==> src/rtl/core/ppe_pkg.sv <==
`timescale 1ns / 1ps
// Shared types and constants of the palette pixel expander.
// No dependencies; every other file of the block uses it.
package ppe_pkg;

   localparam int BYTE_W  = 8;
   localparam int COLOR_W = 16;
   localparam int COUNT_W = 16;
   localparam int BPP_W   = 3;
   localparam int CSR_W   = 64;
   localparam int IDX_W   = 3;
   localparam int PAL_ENTRIES = 16;
   localparam int PAL_REGS    = 4;
   localparam int PAL_IDX_W   = 4;
   localparam int LEFT_W      = 4;

   // register indexes on the csr port
   localparam logic [IDX_W-1:0] REG_BPP        = 3'd0;
   localparam logic [IDX_W-1:0] REG_COUNT      = 3'd1;
   localparam logic [IDX_W-1:0] REG_PAL_LOW    = 3'd2;
   localparam logic [IDX_W-1:0] REG_PAL_MIDLO  = 3'd3;
   localparam logic [IDX_W-1:0] REG_PAL_MIDHI  = 3'd4;
   localparam logic [IDX_W-1:0] REG_PAL_HIGH   = 3'd5;

   // index width codes carried with each queued item
   localparam logic [1:0] DEPTH_1 = 2'd0;
   localparam logic [1:0] DEPTH_2 = 2'd1;
   localparam logic [1:0] DEPTH_4 = 2'd2;

   localparam int FIFO_DEPTH = 2;
   localparam int FIFO_PTR_W = 1;
   localparam int FIFO_CNT_W = 2;

   typedef logic [PAL_ENTRIES-1:0][COLOR_W-1:0] palette_type;

   typedef struct packed {
      logic [BYTE_W-1:0] packed_byte;
      logic [LEFT_W-1:0] count;     // pixels to emit, 1..8
      logic [1:0]        depth;
      logic              image_last; // last pixel of this byte closes the image
   } item_type;

   typedef struct packed {
      logic [BPP_W-1:0]   bits_per_pixel;
      logic [COUNT_W-1:0] pixel_count;
   } front_cfg_type;

endpackage

==> src/rtl/core/ppe_if.sv <==
`timescale 1ns / 1ps
// Handshake channels of the palette pixel expander: byte requests and pixels.
// Depends on ppe_pkg.
interface ppe_req_if;
   logic                     valid;
   logic                     ready;
   logic [ppe_pkg::BYTE_W-1:0] packed_byte;
   logic                     image_start;
   modport source (output valid, output packed_byte, output image_start, input ready);
   modport sink   (input valid, input packed_byte, input image_start, output ready);
endinterface

interface ppe_rsp_if;
   logic                      valid;
   logic                      ready;
   logic [ppe_pkg::COLOR_W-1:0] pixel_color;
   logic                      byte_final;
   logic                      image_final;
   modport source (output valid, output pixel_color, output byte_final,
                   output image_final, input ready);
   modport sink   (input valid, input pixel_color, input byte_final,
                   input image_final, output ready);
endinterface

==> src/rtl/core/ppe_front.sv <==
`timescale 1ns / 1ps
// Front end: accepts bytes, tracks the image pixel counter and works out how
// many pixels each byte yields. Depends on ppe_pkg.
module ppe_front (
   input  logic                          clock,
   input  logic                          reset,
   input  ppe_pkg::front_cfg_type        cfg,
   input  logic                          in_valid,
   output logic                          in_ready,
   input  logic [ppe_pkg::BYTE_W-1:0]    in_byte,
   input  logic                          in_start,
   input  logic                          q_full,
   output logic                          q_push,
   output ppe_pkg::item_type             q_item
);
   logic [ppe_pkg::COUNT_W-1:0] emitted_ff, emitted_in;
   logic [ppe_pkg::COUNT_W-1:0] base, remain;
   logic [ppe_pkg::LEFT_W-1:0]  per_byte, n;
   logic [1:0]                  depth;
   logic                        depth_ok, accept;

   assign in_ready = !q_full;
   assign accept   = in_valid && !q_full;

   always_comb begin
      depth_ok = 1'b1;
      depth    = ppe_pkg::DEPTH_1;
      per_byte = 4'd8;
      case (cfg.bits_per_pixel)
         3'd1: begin
            depth    = ppe_pkg::DEPTH_1;
            per_byte = 4'd8;
         end
         3'd2: begin
            depth    = ppe_pkg::DEPTH_2;
            per_byte = 4'd4;
         end
         3'd4: begin
            depth    = ppe_pkg::DEPTH_4;
            per_byte = 4'd2;
         end
         default: depth_ok = 1'b0;
      endcase
   end

   always_comb begin
      base   = in_start ? '0 : emitted_ff;
      remain = (base < cfg.pixel_count) ? (cfg.pixel_count - base) : '0;
      if (!depth_ok)
         n = '0;
      else if (remain < {{(ppe_pkg::COUNT_W-ppe_pkg::LEFT_W){1'b0}}, per_byte})
         n = remain[ppe_pkg::LEFT_W-1:0];
      else
         n = per_byte;
      emitted_in = base + {{(ppe_pkg::COUNT_W-ppe_pkg::LEFT_W){1'b0}}, n};
   end

   // bytes that yield nothing never reach the queue
   assign q_push              = accept && (n != '0);
   assign q_item.packed_byte  = in_byte;
   assign q_item.count        = n;
   assign q_item.depth        = depth;
   assign q_item.image_last   =
      (remain <= {{(ppe_pkg::COUNT_W-ppe_pkg::LEFT_W){1'b0}}, per_byte});

   always_ff @(posedge clock) begin
      if (reset) begin
         emitted_ff <= '0;
      end else if (accept) begin
         emitted_ff <= emitted_in;
      end
   end
endmodule

==> src/rtl/core/ppe_fifo.sv <==
`timescale 1ns / 1ps
// Two-entry queue of classified items between front and back end.
// Depends on ppe_pkg.
module ppe_fifo (
   input  logic              clock,
   input  logic              reset,
   input  logic              push,
   input  ppe_pkg::item_type push_item,
   output logic              full,
   input  logic              pop,
   output logic              valid,
   output ppe_pkg::item_type pop_item
);
   ppe_pkg::item_type              entries_ff [ppe_pkg::FIFO_DEPTH];
   logic [ppe_pkg::FIFO_PTR_W-1:0] wr_ptr_ff, rd_ptr_ff;
   logic [ppe_pkg::FIFO_CNT_W-1:0] count_ff;

   assign full     = (count_ff == ppe_pkg::FIFO_CNT_W'(ppe_pkg::FIFO_DEPTH));
   assign valid    = (count_ff != '0);
   assign pop_item = entries_ff[rd_ptr_ff];

   always_ff @(posedge clock) begin
      if (push)
         entries_ff[wr_ptr_ff] <= push_item;
   end

   always_ff @(posedge clock) begin
      if (reset) begin
         wr_ptr_ff <= '0;
         rd_ptr_ff <= '0;
         count_ff  <= '0;
      end else begin
         if (push)
            wr_ptr_ff <= wr_ptr_ff + 1'b1;
         if (pop)
            rd_ptr_ff <= rd_ptr_ff + 1'b1;
         if (push && !pop)
            count_ff <= count_ff + 1'b1;
         else if (pop && !push)
            count_ff <= count_ff - 1'b1;
      end
   end
endmodule

==> src/rtl/core/ppe_back.sv <==
`timescale 1ns / 1ps
// Back end: unpacks one queued byte MSB first, one pixel per cycle while the
// output is not stalled, looks up the palette and drives the output register. Depends on ppe_pkg.
module ppe_back (
   input  logic                         clock,
   input  logic                         reset,
   input  ppe_pkg::palette_type         palette,
   input  logic                         q_valid,
   input  ppe_pkg::item_type            q_item,
   output logic                         q_pop,
   output logic                         out_valid,
   input  logic                         out_ready,
   output logic [ppe_pkg::COLOR_W-1:0]  out_color,
   output logic                         out_byte_final,
   output logic                         out_image_final
);
   logic                          cur_valid_ff, cur_valid_in;
   logic [ppe_pkg::BYTE_W-1:0]    cur_byte_ff, cur_byte_in;
   logic [ppe_pkg::LEFT_W-1:0]    cur_left_ff, cur_left_in;
   logic [1:0]                    cur_depth_ff, cur_depth_in;
   logic                          cur_last_ff, cur_last_in;
   logic                          rsp_valid_ff, rsp_valid_in;
   logic [ppe_pkg::COLOR_W-1:0]   rsp_color_ff, rsp_color_in;
   logic                          rsp_byte_ff, rsp_byte_in;
   logic                          rsp_image_ff, rsp_image_in;
   logic [ppe_pkg::PAL_IDX_W-1:0] pix_idx;
   logic [ppe_pkg::BYTE_W-1:0]    shifted;
   logic                          out_free, step, last_pix;

   assign out_free = !rsp_valid_ff || out_ready;
   assign step     = cur_valid_ff && out_free;
   assign last_pix = (cur_left_ff == 4'd1);
   assign q_pop    = q_valid && (!cur_valid_ff || (step && last_pix));

   always_comb begin
      case (cur_depth_ff)
         ppe_pkg::DEPTH_2: begin
            pix_idx = {2'b00, cur_byte_ff[7:6]};
            shifted = {cur_byte_ff[5:0], 2'b00};
         end
         ppe_pkg::DEPTH_4: begin
            pix_idx = cur_byte_ff[7:4];
            shifted = {cur_byte_ff[3:0], 4'b0000};
         end
         default: begin
            pix_idx = {3'b000, cur_byte_ff[7]};
            shifted = {cur_byte_ff[6:0], 1'b0};
         end
      endcase
   end

   always_comb begin
      cur_valid_in = cur_valid_ff;
      cur_byte_in  = cur_byte_ff;
      cur_left_in  = cur_left_ff;
      cur_depth_in = cur_depth_ff;
      cur_last_in  = cur_last_ff;
      rsp_valid_in = rsp_valid_ff;
      rsp_color_in = rsp_color_ff;
      rsp_byte_in  = rsp_byte_ff;
      rsp_image_in = rsp_image_ff;
      if (step) begin
         rsp_valid_in = 1'b1;
         rsp_color_in = palette[pix_idx];
         rsp_byte_in  = last_pix;
         rsp_image_in = last_pix && cur_last_ff;
         cur_byte_in  = shifted;
         cur_left_in  = cur_left_ff - 1'b1;
         if (last_pix)
            cur_valid_in = 1'b0;
      end else if (out_free) begin
         rsp_valid_in = 1'b0;
      end
      if (q_pop) begin
         cur_valid_in = 1'b1;
         cur_byte_in  = q_item.packed_byte;
         cur_left_in  = q_item.count;
         cur_depth_in = q_item.depth;
         cur_last_in  = q_item.image_last;
      end
   end

   always_ff @(posedge clock) begin
      if (reset) begin
         cur_valid_ff <= 1'b0;
         rsp_valid_ff <= 1'b0;
      end else begin
         cur_valid_ff <= cur_valid_in;
         rsp_valid_ff <= rsp_valid_in;
      end
   end

   always_ff @(posedge clock) begin
      cur_byte_ff  <= cur_byte_in;
      cur_left_ff  <= cur_left_in;
      cur_depth_ff <= cur_depth_in;
      cur_last_ff  <= cur_last_in;
      rsp_color_ff <= rsp_color_in;
      rsp_byte_ff  <= rsp_byte_in;
      rsp_image_ff <= rsp_image_in;
   end

   assign out_valid       = rsp_valid_ff;
   assign out_color       = rsp_color_ff;
   assign out_byte_final  = rsp_byte_ff;
   assign out_image_final = rsp_image_ff;
endmodule

==> src/rtl/core/palette_pixel_expander_top.sv <==
`timescale 1ns / 1ps
// Top level of the palette pixel expander: csr registers, front, queue, back.
// Depends on ppe_pkg, ppe_if, ppe_front, ppe_fifo, ppe_back.
//
//   channel  | dir | handshake     | payload
//   req_ch   | in  | valid/ready   | packed_byte[7:0], image_start
//   rsp_ch   | out | valid/ready   | pixel_color[15:0], byte_final, image_final
//   csr_*    | in  | csr_we only   | csr_index[2:0], csr_wdata[63:0]
//
// A byte yields 8, 4 or 2 pixels at 1, 2 or 4 bits per pixel (fewer at the tail
// of an image); the back end emits one pixel per cycle unless the output stalls.
// A byte that yields no pixel is accepted by the front end and never queues.
// The first pixel of a byte is offered at the earliest once the byte has passed
// the queue, the unpack register and the output register.
// Reset is synchronous; it empties the queue and clears the pixel counter.
// Front and back stall independently across the two-entry queue.
module palette_pixel_expander_top (
   input  logic                         clock,
   input  logic                         reset,
   ppe_req_if.sink                      req_ch,
   ppe_rsp_if.source                    rsp_ch,
   input  logic                         csr_we,
   input  logic [ppe_pkg::IDX_W-1:0]    csr_index,
   input  logic [ppe_pkg::CSR_W-1:0]    csr_wdata
);
   logic [ppe_pkg::BPP_W-1:0]                       bpp_ff;
   logic [ppe_pkg::COUNT_W-1:0]                     count_ff;
   logic [ppe_pkg::PAL_REGS-1:0][ppe_pkg::CSR_W-1:0] pal_ff;

   ppe_pkg::front_cfg_type front_cfg;
   ppe_pkg::item_type      push_item, pop_item;
   logic                   q_push, q_pop, q_full, q_valid;

   always_ff @(posedge clock) begin
      if (reset) begin
         bpp_ff   <= ppe_pkg::BPP_W'(1);
         count_ff <= '0;
         pal_ff   <= '0;
      end else if (csr_we) begin
         case (csr_index)
            ppe_pkg::REG_BPP:       bpp_ff    <= csr_wdata[ppe_pkg::BPP_W-1:0];
            ppe_pkg::REG_COUNT:     count_ff  <= csr_wdata[ppe_pkg::COUNT_W-1:0];
            ppe_pkg::REG_PAL_LOW:   pal_ff[0] <= csr_wdata;
            ppe_pkg::REG_PAL_MIDLO: pal_ff[1] <= csr_wdata;
            ppe_pkg::REG_PAL_MIDHI: pal_ff[2] <= csr_wdata;
            ppe_pkg::REG_PAL_HIGH:  pal_ff[3] <= csr_wdata;
            default: ;
         endcase
      end
   end

   assign front_cfg.bits_per_pixel = bpp_ff;
   assign front_cfg.pixel_count    = count_ff;

   ppe_front u_front (
      .clock    (clock),
      .reset    (reset),
      .cfg      (front_cfg),
      .in_valid (req_ch.valid),
      .in_ready (req_ch.ready),
      .in_byte  (req_ch.packed_byte),
      .in_start (req_ch.image_start),
      .q_full   (q_full),
      .q_push   (q_push),
      .q_item   (push_item)
   );

   ppe_fifo u_fifo (
      .clock     (clock),
      .reset     (reset),
      .push      (q_push),
      .push_item (push_item),
      .full      (q_full),
      .pop       (q_pop),
      .valid     (q_valid),
      .pop_item  (pop_item)
   );

   // entry 0 sits in the low bits of the first palette register
   ppe_back u_back (
      .clock           (clock),
      .reset           (reset),
      .palette         (ppe_pkg::palette_type'(pal_ff)),
      .q_valid         (q_valid),
      .q_item          (pop_item),
      .q_pop           (q_pop),
      .out_valid       (rsp_ch.valid),
      .out_ready       (rsp_ch.ready),
      .out_color       (rsp_ch.pixel_color),
      .out_byte_final  (rsp_ch.byte_final),
      .out_image_final (rsp_ch.image_final)
   );
endmodule

==> src/flat_wrapper.sv <==
// flat-port wrapper written by rule: the top's interface ports become plain ports
module palette_pixel_expander_top_flat 
  (clock, reset, csr_we, csr_index, csr_wdata, req_ch_valid, req_ch_packed_byte, req_ch_image_start, req_ch_ready, rsp_ch_valid, rsp_ch_pixel_color, rsp_ch_byte_final, rsp_ch_image_final, rsp_ch_ready);
  ppe_req_if req_ch_i ();
  ppe_rsp_if rsp_ch_i ();
  input  logic clock;
  input  logic reset;
  input  logic csr_we;
  input  logic [ppe_pkg::IDX_W-1:0] csr_index;
  input  logic [ppe_pkg::CSR_W-1:0] csr_wdata;
  input wire logic [$bits(req_ch_i.valid)-1:0] req_ch_valid;
  input wire logic [$bits(req_ch_i.packed_byte)-1:0] req_ch_packed_byte;
  input wire logic [$bits(req_ch_i.image_start)-1:0] req_ch_image_start;
  output wire logic [$bits(req_ch_i.ready)-1:0] req_ch_ready;
  output wire logic [$bits(rsp_ch_i.valid)-1:0] rsp_ch_valid;
  output wire logic [$bits(rsp_ch_i.pixel_color)-1:0] rsp_ch_pixel_color;
  output wire logic [$bits(rsp_ch_i.byte_final)-1:0] rsp_ch_byte_final;
  output wire logic [$bits(rsp_ch_i.image_final)-1:0] rsp_ch_image_final;
  input wire logic [$bits(rsp_ch_i.ready)-1:0] rsp_ch_ready;
  assign req_ch_i.valid = req_ch_valid;
  assign req_ch_i.packed_byte = req_ch_packed_byte;
  assign req_ch_i.image_start = req_ch_image_start;
  assign req_ch_ready = req_ch_i.ready;
  assign rsp_ch_valid = rsp_ch_i.valid;
  assign rsp_ch_pixel_color = rsp_ch_i.pixel_color;
  assign rsp_ch_byte_final = rsp_ch_i.byte_final;
  assign rsp_ch_image_final = rsp_ch_i.image_final;
  assign rsp_ch_i.ready = rsp_ch_ready;
  palette_pixel_expander_top u_core (.clock(clock), .reset(reset), .req_ch(req_ch_i), .rsp_ch(rsp_ch_i), .csr_we(csr_we), .csr_index(csr_index), .csr_wdata(csr_wdata));
endmodule
==> config.mk <==
export PLATFORM = sky130hd
export DESIGN_NAME = palette_pixel_expander_top_flat
export DESIGN_NICKNAME = d
export VERILOG_FILES = /design/src/rtl/core/ppe_pkg.sv /design/src/rtl/core/ppe_if.sv /design/src/rtl/core/ppe_front.sv /design/src/rtl/core/ppe_fifo.sv /design/src/rtl/core/ppe_back.sv /design/src/rtl/core/palette_pixel_expander_top.sv /design/src/flat_wrapper.sv
export SDC_FILE = /design/constraint.sdc
export NUM_CORES = 1
export LEC_CHECK = 0
export ABC_AREA = 0
export BUFFER_PORTS_ARGS = -buffer_cell sky130_fd_sc_hd__buf_2
export CAP_MARGIN = 10
export CORE_AREA = 2 2 216 218
export DETAILED_ROUTE_END_ITERATION = 10
export DIE_AREA = 0 0 218 220
export PLACE_DENSITY = 0.66
export SETUP_SLACK_MARGIN = 0.2
export SLEW_MARGIN = 10
export SYNTH_ARGS = -nofsm -noshare
export SYNTH_HDL_FRONTEND = slang
export SYNTH_HIERARCHICAL = 1
export SYNTH_SLANG_ARGS = --single-unit
==> constraint.sdc <==
create_clock -name clock -period 7.13 [get_ports clock]
set_input_delay 1.0695 -clock clock [delete_from_list [all_inputs] [get_ports clock]]
set_output_delay 1.0695 -clock clock [all_outputs]
set_load 0.02 [all_outputs]
## Word level (Yosys, flattened, before mapping)

Memories as Yosys holds them, arrays and structs flattened. A register that Yosys moved wholly into a read port is not among the register bits.
Index checks and enable logic that the tools add are counted.

- Register bits: 330
- Bits in writable memories: 30
- Output and inout bits: 20
- Logic and storage cells: 99
- Memories kept: 1

Memories:

| name | words | width | rd ports | clocked after Yosys merged registers in | wr ports | line | RTL |
|---|---|---|---|---|---|---|---|
| u_core.u_fifo.entries_ff | 2 | 15 | 1 | 1 | 1 | ppe_fifo.sv:14 | `ppe_pkg::item_type entries_ff [ppe_pkg::FIFO_DEPTH];` |

- Add/sub/neg operators: 7
- $lt $le $gt $ge: 4
- Equality and inequality tests: 12
- Muxes and demuxes: 26
- Reduce and logical (&&, ||, !) cells: 30

Operator list:

| cell | count |
|---|---|
| binary-select mux 16 bit (select 4 bit) | 1 |
| 2-to-1 mux 16 bit | 3 |
| adder 16 x 4 -> 16 bit | 1 |
| less-or-equal comparator 16 x 4 -> 1 bit | 1 |
| < comparator 16 bit | 1 |
| < comparator 16 x 4 -> 1 bit | 1 |
| 2-to-1 mux 4 bit | 4 |
| 2-to-1 mux 8 bit | 2 |
| case mux 4 bit (2 select lines) | 2 |
| case mux 8 bit (2 select lines) | 1 |
| subtractor 16 bit | 1 |
| AND reduction 2 bit | 7 |
| 2-to-1 mux 1 bit | 10 |
| nonzero test 2 bit | 5 |
| equality test 3 x 2 -> 1 bit (second input constant) | 3 |
| equality test 3 bit (second input constant) | 3 |
| logical AND 1 bit | 8 |
| equality test 3 x 1 -> 1 bit (second input constant) | 2 |
| logical NOT 1 bit | 5 |
| < comparator 4 x 5 -> 1 bit (second input constant) | 1 |
| equality test 2 bit (second input constant) | 2 |
| equality test 4 x 1 -> 1 bit (second input constant) | 1 |
| 2-to-1 mux 2 bit | 2 |
| case mux 2 bit (2 select lines) | 1 |
| 9 further kinds | 11 |

## Longest topological paths before layout

Gate-level depths: netlist of the first run.

- Depth after elaboration: 12
- Mapped depth: 31
- Gate-level depth less buffers: 29

## Cells and area by module

Netlist of the first run, hierarchy kept.

Modules (own cells, without submodules):

| module | times used | cells an instance | area each (sq um) | sequential area each (sq um) |
|---|---|---|---|---|
| palette_pixel_expander_top | 1 | 968 | 10777.8 | 5505.3 |
| ppe_back | 1 | 425 | 3731.1 | 1031.0 |
| ppe_front | 1 | 328 | 2328.5 | 320.3 |
| ppe_fifo | 1 | 69 | 1292.5 | 1001.0 |

## Worst setup path before layout of the first run

Ideal clock, no wire load.

- Path kind: input to register
- Start point: input req_ch_image_start
- End point: register u_core/u_front/emitted_ff[12] (netlist bit)
- Arrival time: 5.947 ns
- Slack: 1.056 ns
- Cell stages on the path: 31
- Buffers on the path: 2
- Path through: clkbuf_1 -> clkbuf_1 -> nor2b_1 -> ha_1 -> inv_1 -> fa_1 -> nand3_1 -> a21oi_1 -> nor2_1 -> nor2_1 -> o31ai_1 -> a21o_1 -> nor2_1 -> ha_1 -> nor2b_1 -> o21ai_0 -> nand2b_1 -> nor4_1 -> nand2_1 -> inv_1 -> ha_1 -> inv_1 -> fa_1 -> nor2b_1 -> o21ai_0 -> a21oi_1 -> nand3_1 -> nor4_1 -> nand2_1 -> xnor2_1 -> nor2_1

RTL lines:

| item | line | RTL |
|---|---|---|
| from (decl) | flat_wrapper.sv:13 | `input wire logic [$bits(req_ch_i.image_start)-1:0] req_ch_image_start;` |
| to (signal assigned) | ppe_front.sv:70 | `emitted_ff <= emitted_in;` |
| to (decl) | ppe_front.sv:16 | `logic [ppe_pkg::COUNT_W-1:0] emitted_ff, emitted_in;` |

==> impl_metrics.py, run 1 <==
metrics = {
    "worst_setup_path": {
        "arrival_ps": 6850,
        "cp_slowest_stage_delay_ps": 420,
        "ff2ff_setup_slack_ps": 1060,
        "slowest_stage": "ha_1",
        "crit_required_ps": 7550,
        "worstReg2RegStart": "u_core/u_front/emitted_ff[4]$_SDFFE_PP0P_",
        "crit_path_end": "u_core/u_front/emitted_ff[14]$_SDFFE_PP0P_",
        "crit_path_start": "req_ch_image_start",
        "worst_path_most_repeated_cell": "nor2_1",
        "reg2reg_depth": 28,
        "crit_type": "input port to flop",
        "critPathCaptureType": "flop",
        "reg2reg_to": "u_core/u_front/emitted_ff[14]$_SDFFE_PP0P_",
        "worstPathMaxFanout": 21,
        "worstSetupStartpointType": "input port",
    },
    "sta": {
        "fmax_mhz": 156,
        "tightest_slew_ps": 1180,
        "timing.final.crit_period_ps": 6430,
        "fin_setup_tns_ps": 0,
        "clock_skew_ps": 11.7,
        "setup_violations": 0,
        "drv_slew": 0,
        "hold_viol": 0,
        "rsz0062_at_grt": "false",
        "timing.final.crit_share_pct": 90.2,
        "max_slew_margin_pct": 21.0,
    },
    "synthesis": {
        "synth_top_family_by_area": "multiplexers",
        "yosys-top-cells-area": "dfxtp_1 33%, mux2i_1 18%, nand2b_1 12%, edfxtp_1 10%, nand2_1 2.2%",
        "synth_top_cell_by_area": "dfxtp_1",
        "syn_avg_cell_area_um2": 10.1,
        "synthMuxAreaShare_pct": 21.2,
        "async_flop_share_pct": 0,
        "synthesis.nets": 1902,
        "synth-simple-area-share_pct": 19.4,
        "synth_cell_types": 80,
        "synth-adder-area-share_pct": 2.22,
        "synthCells": 1790,
        "ys_seq_area_share_pct": 43.3,
        "ys_ff_latch": 361,
        "netlist_area_um2": 18100,
        "synth_common_cells": "357 x nand2b_1, 326 x mux2i_1, 298 x dfxtp_1",
        "yosysWarnings": 6,
        "synth_edf_count": 63,
        "yosysMostFrequentCell": "nand2b_1",
        "ys.flop_type": "dfxtp_1",
        "synth_top_area_share_pct": 32.9,
        "synth_compound_area_share_pct": 8.28,
        "synth-xor-area-share_pct": 1.21,
    },
    "floorplanning": {
        "die_w_um": 218,
        "die_area_um2": 48000,
        "start_util_pct": 39.5,
        "die_h_um": 220,
        "num_rows": 79,
        "ioPinCount": 101,
        "coreArea_um2": 45900,
    },
    "clock_network": {
        "cts_tree": "yes",
        "clockRootBuffer": "clkbuf_16",
        "holdBufCountCts": 0,
        "numCtsBuffers": 40,
        "clkSinkCount": 361,
        "cts.htree.levels": 2,
        "clockBufferDepth": 3,
        "clk_pin_slew_worst_paths_ps": 60,
        "clock_latency_ps": 550,
        "cts_setup_buffers": 0,
    },
    "hold_path": {
        "min_path_type": "flop to flop",
    },
    "detailed_routing": {
        "postRouteAntennaNets": 0,
        "firstDrtPassIters": 5,
        "via_per_inst": 5.28,
        "route.vias.total": 13000,
        "wl_um": 47900,
        "avgRoutedWirePerCell_um": 19.4,
        "route.detailed.drc": 0,
        "detail_route.iter0.violations": 926,
    },
    "flow_run": {
        "drv_cap": 0,
    },
    "power": {
        "ir_worst_vdd_mv": 0.376,
        "power_leakage_uw": 0.00867,
        "finalPower_uw": 6270,
        "power.density_nw_per_um2": 309,
    },
    "grt": {
        "grt_max_degree": 280,
        "grt_pass1_wl_um": 74200,
        "grt_remaining_overflow": 0,
        "antenna_found_initial": 5,
        "track_usage_pct": 19.9,
        "grt_pass1_vias": 13200,
    },
    "finish": {
        "fillers": 4441,
        "drive_above_1_share_pct": 12.6,
        "area_growth_pct": 11.9,
        "nNetsFinal": 1940,
        "design_area_um2": 20300,
    },
    "placement": {
        "placed_area_um2": 19000,
        "portBuffers": 100,
        "hpwl_um": 32300,
        "place.gp.congestion": 0.854,
    },
    "outcome": {
        "outcome": "finished clean",
    },
}
placed cells by master, fill, tap and decap left out, types with 5 or more instances in the layout:
cell / Yosys / layout
o21ai_1: 7 / 6
inv_1: 35 / 35
nor3_1: 14 / 14
o22a_1: 8 / 8
xor2_1: 8 / 8
nand2_1: 107 / 107
o21ai_0: 50 / 50
ha_1: 29 / 29
nand3_1: 31 / 31
nor2_1: 45 / 45
o221ai_1: 7 / 7
a221o_1: 5 / 5
nor2b_1: 15 / 13
clkbuf_8: 0 / 7
mux2_2: 21 / 21
nand4b_1: 5 / 5
edfxtp_1: 63 / 63
a211oi_1: 6 / 6
mux2i_1: 326 / 326
clkbuf_16: 0 / 41
a21oi_1: 47 / 47
clkbuf_1: 58 / 10
o31a_1: 7 / 7
buf_4: 17 / 21
o2bb2ai_1: 7 / 7
a21o_1: 5 / 5
a31oi_1: 5 / 5
mux2_1: 13 / 13
mux4_2: 9 / 9
nand2b_1: 357 / 357
buf_2: 40 / 99
o22ai_1: 29 / 29
xnor2_1: 17 / 17
a221oi_1: 7 / 7
dfxtp_1: 298 / 298
worst min path at each step:
stage | start | endpoint | slack [ps] | cells past startpoint
floorplan | u_core/u_front/emitted_ff[0]$_SDFFE_PP0P_ | u_core/u_front/emitted_ff[0]$_SDFFE_PP0P_ | 430 | 2
global placement | u_core/u_front/emitted_ff[2]$_SDFFE_PP0P_ | u_core/u_front/emitted_ff[2]$_SDFFE_PP0P_ | 450 | 2
detailed placement | u_core/u_front/emitted_ff[2]$_SDFFE_PP0P_ | u_core/u_front/emitted_ff[2]$_SDFFE_PP0P_ | 450 | 2
CTS | u_core/u_front/emitted_ff[2]$_SDFFE_PP0P_ | u_core/u_front/emitted_ff[2]$_SDFFE_PP0P_ | 460 | 2
global route | u_core/u_front/emitted_ff[2]$_SDFFE_PP0P_ | u_core/u_front/emitted_ff[2]$_SDFFE_PP0P_ | 480 | 2
finish | u_core/u_front/emitted_ff[2]$_SDFFE_PP0P_ | u_core/u_front/emitted_ff[2]$_SDFFE_PP0P_ | 460 | 2
kinds of logic (layout without fill, tap and decap cells):
kind of cell    count (synthesis)  after routing
other cells                     0              3
compound gates                223            223
buf+inv                       162            229
mux                           369            369
simple gates                  619            619
flops                         361            361
fa+ha+maj                      31             31
xor+xnor                       25             25
sequential cells by signal (all words and copies together) (netlist names), 2 cells and up, named ones only:
| register | flops |
|---|---|
| u_core/u_back/cur_depth_ff | 2 |
| u_core/u_back/out_color | 16 |
| u_core/u_back/cur_byte_ff | 8 |
| u_core/pal_ff | 256 |
| u_core/u_fifo/entries_ff | 30 |
| u_core/u_back/cur_left_ff | 4 |
| u_core/bpp_ff | 3 |
| u_core/count_ff | 16 |
| u_core/u_front/emitted_ff | 16 |
| u_core/u_fifo/count_ff | 2 |
layout make-up:
type	instances	area, µm²	share of cell area, %
Antenna cell	3	7.51	0.0370
Clock buffer	58	1160	5.72
Clock inverter	13	151	0.747
Inverter	36	135	0.666
Multi-Input combinational cell	1267	9520	47.0
Sequential cell	361	7860	38.7
Tap cell	607	759	3.75
Timing Repair Buffer	122	684	3.37
metal layers:
metal	part of all wire, %	track usage [%]
met1	45	25.8
met2	47	33.3
met3	5.4	3.95
met4	2.6	6.08
met5	0.048	0
per-stage QoR:
stage	hold WS, ps	setup WS [ps]	cells	util, %
6_report	458	700	2467	44.2
3_5_place_dp	449	138	2393	41.3
4_1_cts	460	720	2464	44.2
2_1_floorplan	432	1060	1790	-
5_1_grt	478	222	2466	44.2
3_3_place_gp	448	392	2393	41.3
report_power, final:
group | total [µW] | internal, µW | leakage, µW | switching, µW
registers | 2390 | 2290 | 0.00301 | 101
clock network | 2090 | 1240 | 0.000630 | 850
logic | 1790 | 604 | 0.00504 | 1190
repair_timing:
action,4_1_cts,5_1_grt
endpoints found under the setup margin,0,2
gates resized for setup,0,1
hold endpoints to repair,0,0
worst max-delay path, delay by kind of cell:
| kind | cells | cell delay, ps |
|---|---|---|
| fa+ha+maj | 4 | 1260 |
| compound gates | 6 | 1310 |
| simple gates | 14 | 2530 |
| buf+inv | 4 | 480 |
| xor+xnor | 1 | 210 |
No activity file was read; power rests on OpenSTA's default activity.
==> run 2, diff against run 1 <==
- CELL_PAD_IN_SITES_DETAIL_PLACEMENT: default -> 1
- CELL_PAD_IN_SITES_GLOBAL_PLACEMENT: default -> 2
- PLACE_DENSITY: 0.66 -> 0.89
==> impl_metrics.py, run 2 (synthesis results as in run 1) <==
metrics = {
    "sta": {
        "fin_setup_tns_ps": 0,
        "timing.final.crit_share_pct": 88.0,
        "fmax_mhz": 159,
        "drv_slew": 0,
        "tightest_slew_ps": 1230,
        "hold_viol": 0,
        "clock_skew_ps": 20.9,
        "timing.final.crit_period_ps": 6280,
        "timing.hold.ws_ps": 464,
        "setup_violations": 0,
        "rsz0062_at_grt": "false",
        "max_slew_margin_pct": 17.9,
    },
    "grt": {
        "grt_max_degree": 206,
        "antenna_found_initial": 1,
        "track_usage_pct": 21.9,
        "grt_pass1_wl_um": 81500,
        "grt_pass1_vias": 14200,
        "grt_remaining_overflow": 0,
    },
    "detailed_routing": {
        "avgRoutedWirePerCell_um": 21.3,
        "detail_route.iter0.violations": 927,
        "route.vias.total": 13300,
        "wl_um": 52500,
        "postRouteAntennaNets": 0,
        "via_per_inst": 5.41,
        "route.detailed.drc": 0,
        "firstDrtPassIters": 5,
    },
    "hold_path": {
        "hp-start": "u_core/u_front/emitted_ff[2]$_SDFFE_PP0P_",
        "hold_depth": 2,
        "min_path_type": "flop to flop",
        "whs_endpoint": "u_core/u_front/emitted_ff[2]$_SDFFE_PP0P_",
    },
    "worst_setup_path": {
        "reg2reg_depth": 28,
        "worst_path_most_repeated_cell": "nor2_1",
        "arrival_ps": 6680,
        "ff2ff_setup_slack_ps": 1190,
        "reg2reg_to": "u_core/u_front/emitted_ff[12]$_SDFFE_PP0P_",
        "critPathCaptureType": "flop",
        "worstReg2RegStart": "u_core/u_front/emitted_ff[4]$_SDFFE_PP0P_",
        "worstSetupStartpointType": "input port",
        "slowest_stage": "ha_1",
        "worstPathMaxFanout": 16,
        "crit_type": "input port to flop",
        "cp_slowest_stage_delay_ps": 410,
        "crit_required_ps": 7540,
    },
    "outcome": {
        "outcome": "finished clean",
    },
    "floorplanning": {
        "start_util_pct": 39.5,
        "num_rows": 79,
        "die_h_um": 220,
        "coreArea_um2": 45900,
        "ioPinCount": 101,
        "die_w_um": 218,
        "die_area_um2": 48000,
    },
    "power": {
        "power.density_nw_per_um2": 311,
        "p_sw_uw": 2210,
        "power_leakage_uw": 0.00867,
        "seqPwrFrac_pct": 38.1,
        "internal-power_uw": 4090,
        "ir_worst_vdd_mv": 0.271,
        "switching_share_pct": 35.1,
        "power_frac_clock_pct": 32.5,
        "p_comb_share_pct": 29.4,
    },
    "clock_network": {
        "holdBufCountCts": 0,
        "numCtsBuffers": 40,
        "cts_tree": "yes",
        "clkSinkCount": 361,
        "cts.htree.levels": 2,
        "clk_pin_slew_worst_paths_ps": 60,
        "clockBufferDepth": 3,
        "clockRootBuffer": "clkbuf_16",
        "clock_latency_ps": 560,
    },
    "finish": {
        "largest_reg_flops": 256,
        "layout_commonest_cell": "nand2b_1",
        "seqCellArea_um2": 7860,
        "n_antenna_cell": 0,
        "nNetsFinal": 1942,
        "largest_register": "u_core/pal_ff",
        "stdcell_count": 2468,
        "area_growth_pct": 11.8,
        "fillers": 5136,
        "drive_above_1_share_pct": 12.7,
        "fin_util_pct": 44.2,
        "mostFrequentLayoutCells": "357 x nand2b_1, 326 x mux2i_1, 298 x dfxtp_1, 107 x nand2_1, 99 x buf_2",
        "multi_input_area_um2": 9540,
        "largestRegisters": "u_core/pal_ff x256, u_core/u_fifo/entries_ff x30",
    },
    "placement": {
        "hpwl_um": 35600,
        "portBuffers": 100,
        "placed_cells": 2395,
        "place.gp.congestion": 0.808,
    },
    "flow_run": {
        "drv_cap": 0,
    },
}
[run 2: area by class of cell]
type | count | area share (%)
Multi-Input combinational cell | 1267 | 47.1
Tap cell | 607 | 3.75
Sequential cell | 361 | 38.8
Timing Repair Buffer | 124 | 3.46
Clock buffer | 57 | 5.46
Inverter | 36 | 0.667
Clock inverter | 16 | 0.864
[run 2: how the worst max path moves through the flow]
stage                                   from                                    endpoint  slack [ps]  cells past startpoint
after floorplan           req_ch_image_start  u_core/u_front/emitted_ff[12]$_SDFFE_PP0P_        1060                     31
after global placement    req_ch_image_start  u_core/u_front/emitted_ff[14]$_SDFFE_PP0P_         230                     26
after detailed placement  req_ch_image_start  u_core/u_front/emitted_ff[14]$_SDFFE_PP0P_           6                     26
after CTS                 req_ch_image_start  u_core/u_front/emitted_ff[12]$_SDFFE_PP0P_         560                     26
after global routing      req_ch_image_start  u_core/u_front/emitted_ff[12]$_SDFFE_PP0P_         300                     29
final                     req_ch_image_start  u_core/u_front/emitted_ff[12]$_SDFFE_PP0P_         850                     29
[run 2: per-layer routing]
metal  vias up  part of all wire, %  GRT usage, %
li1       6323                    -             -
met1      6700                   45          27.9
met2       226                   48          37.2
met3        91                  3.8          3.80
met4         2                  3.4          7.71
met5         -                0.021             0
[run 2: worst max-delay path: cells and delay by family]
kind / cells / cell delay (ps)
simple gates: 14 / 2480
fa+ha+maj: 4 / 1240
compound gates: 6 / 1210
buf+inv: 4 / 460
xor+xnor: 1 / 190
[run 2: per-stage QoR]
step / worst slack [ps] / total power (µW) / instance area (µm²)
after floorplan: 1060 / 3680 / 18100
after detailed placement: 5.75 / 4270 / 19000
after global routing: 296 / 6570 / 20300
final: 854 / 6310 / 20300
after CTS: 559 / 6340 / 20300
after global placement: 233 / 4230 / 19000
[run 2: power by group through the flow]
stage          Combinational, µW  Sequential [µW]  Clock (µW)
6_report                    1860             2400        2050
3_3_place_gp                1790             2440           0
2_1_floorplan               1240             2440           0
3_5_place_dp                1820             2450           0
5_1_grt                     1970             2420        2180
4_1_cts                     1840             2410        2100
[run 2: timing repair]
item	4_1_cts	5_1_grt
gates resized for setup	0	3
setup buffers	0	0
setup endpoints to repair	0	6
